**config.mk**
```make
export PLATFORM = sky130hd
export DESIGN_NAME = angle_to_unit_direction_core_flat
export DESIGN_NICKNAME = d
export VERILOG_FILES = /design/src/hw/rtl/cord_pkg.sv /design/src/hw/rtl/cord_if.sv /design/src/hw/rtl/cord_prep.sv /design/src/hw/rtl/cord_cell.sv /design/src/hw/rtl/cord_post.sv /design/src/hw/rtl/angle_to_unit_direction_core.sv /design/src/flat_wrapper.sv
export SDC_FILE = /design/constraint.sdc
export NUM_CORES = 2
export LEC_CHECK = 0
export ABC_CLOCK_PERIOD_IN_PS = 116800
export CAP_MARGIN = 20
export CELL_PAD_IN_SITES_DETAIL_PLACEMENT = 0
export CELL_PAD_IN_SITES_GLOBAL_PLACEMENT = 2
export CORE_UTILIZATION = 30
export CTS_CLUSTER_SIZE = 12
export DETAILED_ROUTE_END_ITERATION = 7
export DONT_BUFFER_PORTS = 1
export PLACE_DENSITY = 0.68
export SETUP_SLACK_MARGIN = 0.4
export SLEW_MARGIN = 10
export SYNTH_ARGS = -nofsm -noshare
export SYNTH_HDL_FRONTEND = slang
export SYNTH_SLANG_ARGS = --single-unit
```
**constraint.sdc**
```tcl
create_clock -name clk -period 116.8 [get_ports clk]
set_input_delay 11.68 -clock clk [delete_from_list [all_inputs] [get_ports clk]]
set_output_delay 11.68 -clock clk [all_outputs]
set_load 0.02 [all_outputs]
```
**src/hw/rtl/cord_pkg.sv**
```systemverilog
// cord_pkg: shared constants, stage record and arctangent table for the
// sine/cosine rotation pipeline. No dependencies.
`default_nettype none

package cord_pkg;

  localparam int ANGLE_BITS   = 16;
  localparam int CORDIC_STEPS = 16;
  localparam int ATAN_ENTRIES = 24;
  localparam int NUM_CELLS    = (CORDIC_STEPS < ATAN_ENTRIES) ? CORDIC_STEPS : ATAN_ENTRIES;

  localparam int TURN_W = 32;
  localparam int XY_W   = 33;
  localparam int Z_W    = 33;
  localparam int SH_W   = $clog2(ATAN_ENTRIES);
  localparam int OUT_W  = 16;
  localparam int RND_W  = XY_W - 15;

  localparam logic signed [XY_W-1:0]  GAIN_Q30  = XY_W'(652032874);
  localparam logic signed [XY_W-1:0]  AXIS_ONE  = XY_W'(64'sd16384 <<< 16);
  localparam logic signed [OUT_W-1:0] ONE_Q14   = OUT_W'(16384);
  localparam logic signed [XY_W:0]    HALF_LSB  = (XY_W+1)'(32768);

  typedef struct packed {
    logic                   vld;
    logic                   axis;
    logic [1:0]             quad;
    logic signed [XY_W-1:0] x;
    logic signed [XY_W-1:0] y;
    logic signed [Z_W-1:0]  z;
  } stage_t;

  function automatic logic [TURN_W-1:0] atan_turn(input logic [SH_W-1:0] idx);
    logic [TURN_W-1:0] v;
    case (idx)
      SH_W'(0):  v = 32'h20000000;
      SH_W'(1):  v = 32'h12E4051E;
      SH_W'(2):  v = 32'h09FB385B;
      SH_W'(3):  v = 32'h051111D4;
      SH_W'(4):  v = 32'h028B0D43;
      SH_W'(5):  v = 32'h0145D7E1;
      SH_W'(6):  v = 32'h00A2F61E;
      SH_W'(7):  v = 32'h00517C55;
      SH_W'(8):  v = 32'h0028BE53;
      SH_W'(9):  v = 32'h00145F2F;
      SH_W'(10): v = 32'h000A2F98;
      SH_W'(11): v = 32'h000517CC;
      SH_W'(12): v = 32'h00028BE6;
      SH_W'(13): v = 32'h000145F3;
      SH_W'(14): v = 32'h0000A2FA;
      SH_W'(15): v = 32'h0000517D;
      SH_W'(16): v = 32'h000028BE;
      SH_W'(17): v = 32'h0000145F;
      SH_W'(18): v = 32'h00000A30;
      SH_W'(19): v = 32'h00000518;
      SH_W'(20): v = 32'h0000028C;
      SH_W'(21): v = 32'h00000146;
      SH_W'(22): v = 32'h000000A3;
      SH_W'(23): v = 32'h00000051;
      default:   v = '0;
    endcase
    return v;
  endfunction

endpackage

`default_nettype wire

```
**src/hw/rtl/cord_if.sv**
```systemverilog
// cord_in_if / cord_out_if: valid/ready channels for angle beats and
// direction beats. Depends on cord_pkg.
`default_nettype none

interface cord_in_if;
  logic                            valid;
  logic                            ready;
  logic [cord_pkg::ANGLE_BITS-1:0] angle;
  modport source (output valid, output angle, input ready);
  modport sink   (input valid, input angle, output ready);
endinterface

interface cord_out_if;
  logic                              valid;
  logic                              ready;
  logic signed [cord_pkg::OUT_W-1:0] dir_x;
  logic signed [cord_pkg::OUT_W-1:0] dir_z;
  modport source (output valid, output dir_x, output dir_z, input ready);
  modport sink   (input valid, input dir_x, input dir_z, output ready);
endinterface

`default_nettype wire

```
**src/hw/rtl/cord_prep.sv**
```systemverilog
// cord_prep: folds the heading into a quadrant and a residual within one
// eighth of a turn, and seeds the rotation. Depends on cord_pkg.
`default_nettype none

module cord_prep (
  input  wire logic                            vld,
  input  wire logic [cord_pkg::ANGLE_BITS-1:0] angle,
  output cord_pkg::stage_t                     d_o
);

  logic [cord_pkg::TURN_W-1:0] turn;
  logic [cord_pkg::TURN_W-3:0] resid;

  always_comb begin
    turn  = {angle, {(cord_pkg::TURN_W - cord_pkg::ANGLE_BITS){1'b0}}};
    resid = turn[cord_pkg::TURN_W-3:0];
    d_o.vld  = vld;
    d_o.axis = (resid == '0);
    d_o.x    = cord_pkg::GAIN_Q30;
    d_o.y    = '0;
    if (resid[cord_pkg::TURN_W-3]) begin
      // residual past an eighth: take it from the next quadrant
      d_o.quad = turn[cord_pkg::TURN_W-1 -: 2] + 2'd1;
      d_o.z    = {{(cord_pkg::Z_W - cord_pkg::TURN_W + 2){1'b1}}, resid};
    end else begin
      d_o.quad = turn[cord_pkg::TURN_W-1 -: 2];
      d_o.z    = {{(cord_pkg::Z_W - cord_pkg::TURN_W + 2){1'b0}}, resid};
    end
  end

endmodule

`default_nettype wire

```
**src/hw/rtl/cord_cell.sv**
```systemverilog
// cord_cell: one registered micro-rotation of the chain.
// Depends on cord_pkg.
`default_nettype none

module cord_cell (
  input  wire logic                          clk,
  input  wire logic                          rst_n,
  input  wire logic                          en,
  input  wire logic [cord_pkg::SH_W-1:0]     sh,
  input  wire logic [cord_pkg::TURN_W-1:0]   atan,
  input  cord_pkg::stage_t                   d_i,
  output cord_pkg::stage_t                   d_o
);

  logic                              vld_r;
  cord_pkg::stage_t                  data_r;
  cord_pkg::stage_t                  data_nxt;
  logic signed [cord_pkg::XY_W-1:0]  dx;
  logic signed [cord_pkg::XY_W-1:0]  dy;
  logic signed [cord_pkg::Z_W-1:0]   da;

  always_comb begin
    dx = d_i.y >>> sh;
    dy = d_i.x >>> sh;
    da = {{(cord_pkg::Z_W - cord_pkg::TURN_W){1'b0}}, atan};
    data_nxt = d_i;
    if (!d_i.z[cord_pkg::Z_W-1]) begin
      data_nxt.x = d_i.x - dx;
      data_nxt.y = d_i.y + dy;
      data_nxt.z = d_i.z - da;
    end else begin
      data_nxt.x = d_i.x + dx;
      data_nxt.y = d_i.y - dy;
      data_nxt.z = d_i.z + da;
    end
  end

  always_ff @(posedge clk) begin
    if (!rst_n) begin
      vld_r <= 1'b0;
    end else if (en) begin
      vld_r <= d_i.vld;
    end
  end

  always_ff @(posedge clk) begin
    if (en) begin
      data_r <= data_nxt;
    end
  end

  always_comb begin
    d_o     = data_r;
    d_o.vld = vld_r;
  end

endmodule

`default_nettype wire

```
**src/hw/rtl/cord_post.sv**
```systemverilog
// cord_post: quadrant swap and sign fix, rounding to Q1.14 with saturation,
// and the output register. Depends on cord_pkg.
`default_nettype none

module cord_post (
  input  wire logic                               clk,
  input  wire logic                               rst_n,
  input  wire logic                               en,
  input  cord_pkg::stage_t                        d_i,
  output logic                                    vld,
  output logic signed [cord_pkg::OUT_W-1:0]       dir_x,
  output logic signed [cord_pkg::OUT_W-1:0]       dir_z
);

  logic                              vld_r;
  logic signed [cord_pkg::OUT_W-1:0] dir_x_r;
  logic signed [cord_pkg::OUT_W-1:0] dir_z_r;
  logic signed [cord_pkg::OUT_W-1:0] dir_x_nxt;
  logic signed [cord_pkg::OUT_W-1:0] dir_z_nxt;
  logic signed [cord_pkg::XY_W-1:0]  c;
  logic signed [cord_pkg::XY_W-1:0]  s;
  logic signed [cord_pkg::XY_W-1:0]  ox;
  logic signed [cord_pkg::XY_W-1:0]  oz;

  function automatic logic signed [cord_pkg::OUT_W-1:0] to_q14(
    input logic signed [cord_pkg::XY_W-1:0] v
  );
    logic signed [cord_pkg::XY_W:0]    sum;
    logic signed [cord_pkg::RND_W-1:0] r;
    logic signed [cord_pkg::OUT_W-1:0] q;
    sum = {v[cord_pkg::XY_W-1], v} + cord_pkg::HALF_LSB;
    r   = sum[cord_pkg::XY_W:16];
    if (r > cord_pkg::RND_W'(cord_pkg::ONE_Q14)) begin
      q = cord_pkg::ONE_Q14;
    end else if (r < -cord_pkg::RND_W'(cord_pkg::ONE_Q14)) begin
      q = -cord_pkg::ONE_Q14;
    end else begin
      q = r[cord_pkg::OUT_W-1:0];
    end
    return q;
  endfunction

  always_comb begin
    c = d_i.axis ? cord_pkg::AXIS_ONE : d_i.x;
    s = d_i.axis ? '0 : d_i.y;
    case (d_i.quad)
      2'd0: begin
        ox = c;
        oz = s;
      end
      2'd1: begin
        ox = -s;
        oz = c;
      end
      2'd2: begin
        ox = -c;
        oz = -s;
      end
      default: begin
        ox = s;
        oz = -c;
      end
    endcase
    dir_x_nxt = to_q14(ox);
    dir_z_nxt = to_q14(oz);
  end

  always_ff @(posedge clk) begin
    if (!rst_n) begin
      vld_r <= 1'b0;
    end else if (en) begin
      vld_r <= d_i.vld;
    end
  end

  always_ff @(posedge clk) begin
    if (en) begin
      dir_x_r <= dir_x_nxt;
      dir_z_r <= dir_z_nxt;
    end
  end

  assign vld   = vld_r;
  assign dir_x = dir_x_r;
  assign dir_z = dir_z_r;

endmodule

`default_nettype wire

```
**src/hw/rtl/angle_to_unit_direction_core.sv**
```systemverilog
// angle_to_unit_direction_core: heading to (cos, sin) unit vector through
// a chain of rotation cells. Depends on cord_pkg, cord_if, cord_prep,
// cord_cell and cord_post.
//
//   channel  dir  payload                    beat
//   in_ch    in   angle   [15:0] unsigned    one heading
//   out_ch   out  dir_x, dir_z [15:0] signed one Q1.14 vector
//
// one beat accepted per cycle while out_ch does not stall; a beat passes the
//   register of each rotation cell in turn and then the output register
// a stall on out_ch freezes the whole chain; in_ch.ready drops only while
//   the output register holds a beat that is not taken
// synchronous active-low reset clears the valid bits; no clearing pass
`default_nettype none

module angle_to_unit_direction_core (
  input  wire logic   clk,
  input  wire logic   rst_n,
  cord_in_if.sink     in_ch,
  cord_out_if.source  out_ch
);

  cord_pkg::stage_t              chain [cord_pkg::NUM_CELLS+1];
  logic [cord_pkg::NUM_CELLS:0]  vld_vec;
  logic                          out_vld;
  logic                          en;

  assign en          = !out_vld || out_ch.ready;
  assign in_ch.ready = en;

  cord_prep u_prep (
    .vld   (in_ch.valid),
    .angle (in_ch.angle),
    .d_o   (chain[0])
  );

  for (genvar g = 0; g < cord_pkg::NUM_CELLS; g++) begin : g_cell
    cord_cell u_cell (
      .clk   (clk),
      .rst_n (rst_n),
      .en    (en),
      .sh    (cord_pkg::SH_W'(g)),
      .atan  (cord_pkg::atan_turn(cord_pkg::SH_W'(g))),
      .d_i   (chain[g]),
      .d_o   (chain[g+1])
    );
  end

  for (genvar v = 0; v <= cord_pkg::NUM_CELLS; v++) begin : g_vld
    assign vld_vec[v] = chain[v].vld;
  end

  cord_post u_post (
    .clk   (clk),
    .rst_n (rst_n),
    .en    (en),
    .d_i   (chain[cord_pkg::NUM_CELLS]),
    .vld   (out_vld),
    .dir_x (out_ch.dir_x),
    .dir_z (out_ch.dir_z)
  );

  assign out_ch.valid = out_vld;

  a_reset_empty: assert property (@(posedge clk) !rst_n |=> !out_ch.valid)
    else $error("output valid right after reset");

  a_x_range: assert property (@(posedge clk) disable iff (!rst_n)
    out_ch.valid |-> (out_ch.dir_x <= 16'sd16384) && (out_ch.dir_x >= -16'sd16384))
    else $error("dir_x out of range");

  a_unit_len: assert property (@(posedge clk) disable iff (!rst_n)
    out_ch.valid |->
      ((out_ch.dir_x[15] ? -out_ch.dir_x : out_ch.dir_x) +
       (out_ch.dir_z[15] ? -out_ch.dir_z : out_ch.dir_z)) >= 16'sd16300)
    else $error("direction vector far from unit length");

  a_stall_freeze: assert property (@(posedge clk) disable iff (!rst_n)
    (out_ch.valid && !out_ch.ready) |=> $stable(vld_vec[cord_pkg::NUM_CELLS:1]))
    else $error("cell chain moved during a stall");

endmodule

`default_nettype wire
```
**src/flat_wrapper.sv**
```systemverilog
// flat-port wrapper written by rule: the top's interface ports become plain ports
module angle_to_unit_direction_core_flat 
  (clk, rst_n, in_ch_valid, in_ch_angle, in_ch_ready, out_ch_valid, out_ch_dir_x, out_ch_dir_z, out_ch_ready);
  cord_in_if in_ch_i ();
  cord_out_if out_ch_i ();
  input  wire logic clk;
  input  wire logic rst_n;
  input wire logic [$bits(in_ch_i.valid)-1:0] in_ch_valid;
  input wire logic [$bits(in_ch_i.angle)-1:0] in_ch_angle;
  output wire logic [$bits(in_ch_i.ready)-1:0] in_ch_ready;
  output wire logic [$bits(out_ch_i.valid)-1:0] out_ch_valid;
  output wire logic [$bits(out_ch_i.dir_x)-1:0] out_ch_dir_x;
  output wire logic [$bits(out_ch_i.dir_z)-1:0] out_ch_dir_z;
  input wire logic [$bits(out_ch_i.ready)-1:0] out_ch_ready;
  assign in_ch_i.valid = in_ch_valid;
  assign in_ch_i.angle = in_ch_angle;
  assign in_ch_ready = in_ch_i.ready;
  assign out_ch_valid = out_ch_i.valid;
  assign out_ch_dir_x = out_ch_i.dir_x;
  assign out_ch_dir_z = out_ch_i.dir_z;
  assign out_ch_i.ready = out_ch_ready;
  angle_to_unit_direction_core u_core (.clk(clk), .rst_n(rst_n), .in_ch(in_ch_i), .out_ch(out_ch_i));
endmodule
```
==> results.yml <==
run_status:
  status: "finished clean"
cells_and_area:
  final_common_cell: "edfxtp_1"
  fillCellCount: 41071
  nets: 13950
  drive_gt1_share_pct: 4.736
  area_delta_synth_final_pct: 10.63
  final_util_pct: 33.44
  final_cell_mix: "edfxtp_1, ha_1, nor2_1, a21oi_1, xnor2_1"
clock_tree:
  cts_setup_buffers: 0
  cts_root_buf: "clkbuf_16"
  cts_resized: 0
  cts_tree: "built"
  numClockSinks: 1478
  hold_buffers: 0
  h-tree-depth: 4
  clk_latency_ps: 940
  clkSlewWorstSetupHoldPaths_ps: 60
  numCtsBuffers: 189
  clockBufferDepth: 4
sta:
  setup_violations: 0
  fin_crit_ps: 24010
  worst_slack_ps: 92790
  slew_headroom_pct: 21.85
  clock.fmax_mhz: 41.65
  hold_viol: 0
  period_share_pct: 20.56
  rsz0062_at_grt: "false"
  worst_clock_skew_ps: 77.51
  fin_tns_setup_ps: 0
  final_max_slew_viol_count: 0
  tightest_slew_ps: 1172
min_path:
  hold_depth: 0
  worst_hold_path.endpoint: "u_core.g_cell[11].u_cell.d_o[99]"
  holdCritPathClass: "reg -> reg"
  hold_path.startpoint: "u_core.g_cell[10].u_cell.d_o[99]"
route:
  wl_um: 343200
  drtIter0Drc: 5644
  drc: 0
  via_per_inst: 5.103
  post_drt_wl_per_cell_um: 19.08
  first_pass_iters: 5
  vias: 91767
  antenna_left: 0
logic_synthesis:
  postSynthAreaPerCell_sq_um: 9.700
  synth_seq_cells: 1478
  ys_types: 99
  seq_area_frac_synth_pct: 36.54
  syn_area_sq_um: 121000
  syn_inst: 12475
  synthFlopType: "edfxtp_1"
  synth_fp_nets: 13868
  synth-edff-count: 1461
  async_reset_ff_share_pct: 0
  ys_warn_count: 0
grt:
  top_usage_layer: "met2"
  gr-usage-met1_pct: 23.18
  grt_max_degree: 148
  met2_usage_pct: 27.06
  grt_pass1_wl_um: 531900
  antenna_found_initial: 9
  overflow: 0
  use_met3_pct: 1.668
  grt_pass1_vias: 88745
  track_usage_pct: 16.39
floorplanning:
  chipHeight_um: 637.1
  die_w_um: 637.1
  placementRows: 232
  coreArea_sq_um: 400300
  initial_core_util_pct: 30.23
  ioPinCount: 54
  die_area_sq_um: 405900
place:
  pre_cts_ws_ps: 92760
  gp_congestion: 0.8202
  port_buffers: 0
  post-dp-hpwl_um: 270800
worst_setup_path:
  crit_path_start_kind: "primary input"
  worstPathRequired_ps: 105120
  cp_max_fo: 52
  end_kind: "output pin"
  r2r-end: "u_core.g_cell[10].u_cell.d_o[97]"
  rrSetupSlack_ps: 110660
  ff2ff_path_depth: 20
  cp.arrival_ps: 12330
  r2r-start: "u_core.g_cell[9].u_cell.d_o[43]"
  path_class: "in -> out"
run:
  maxCapViolations: 0
## layer usage
metal  vias up  share of wire, %
met1     43556                49
met2      1112                46
met4         2               1.9
met5         -            0.0038
met3       302               3.0
li1      46795                 -
## state kept, by name (all words and copies together), names as in the netlist
| register | count |
|---|---|
| u_core.g_cell.u_cell.vld_r | 16 |
| u_core.u_post.dir_z | 16 |
| u_core.u_post.dir_x | 16 |
| u_core.u_post.vld | 1 |
| u_core.g_cell.u_cell.d_o | 1429 |
## how the worst max path moves through the flow
stage | startpoint | endpoint | slack [ps] | cells after the start
4_1_cts | out_ch_ready | in_ch_ready | 92760 | 3
3_5_place_dp | out_ch_ready | in_ch_ready | 92760 | 3
3_3_place_gp | out_ch_ready | in_ch_ready | 92750 | 3
5_1_grt | out_ch_ready | in_ch_ready | 92710 | 3
2_1_floorplan | out_ch_ready | in_ch_ready | 53630 | 4
6_report | out_ch_ready | in_ch_ready | 92790 | 3
## cell type report
class	instances	area, sq um	area share (%)
clock inverter	129	1356	1.013
antenna	7	17.52	0.01308
tap	5265	6588	4.921
clock buffer	216	4927	3.680
sequential	1478	44210	33.03
timing repair buffer	89	714.4	0.5337
inverter	472	1779	1.329
multi-input combinational	10327	74280	55.48
## cells by family (layout without fill, tap and decap cells)
kind of cell | Yosys count | count (layout) | share of synthesized area, %
compound gates | 3451 | 3451 | 18.49
xor+xnor | 1785 | 1785 | 12.93
fa+ha+maj | 1373 | 1373 | 14.45
buf+inv | 670 | 906 | 2.089
flops | 1478 | 1478 | 36.54
mux | 135 | 135 | 1.191
other cells | 1 | 8 | 0.003099
simple gates | 3582 | 3582 | 14.31
## metrics by stage
step                      instances  hold WS [ps]  area (sq um)
after CTS                     17976         414.8        133900
after floorplan               12475         400.3        121000
after detailed placement      17631         404.5        127600
after global placement        17630         401.0        127600
final                         17983         411.5        133900
after global routing          17977         421.9        133900
## Yosys cell counts, types with 149 or more instances
cell	n	area [sq um]
nor3_1	468	2342
nor2b_1	152	950.9
inv_1	468	1757
edfxtp_1	1461	43870
a21oi_1	1170	5856
o21ai_0	487	2437
a31oi_1	175	1095
o21a_1	230	1727
ha_1	1332	16670
nand3_1	234	1171
nor2_1	1208	4534
xnor2_1	1136	9950
a21o_1	482	3618
xor2_1	648	5675
nand2_1	604	2267
nand2b_1	149	932.1
clkbuf_1	149	559.3
## critical path, stage by stage
cell     delay, ps
nor2b_1         30
buf_4          200
inv_8          350
Power is left out: the tool's default activity adds up to more than one toggle a clock period on the data nets, which glitch-free logic cannot reach.
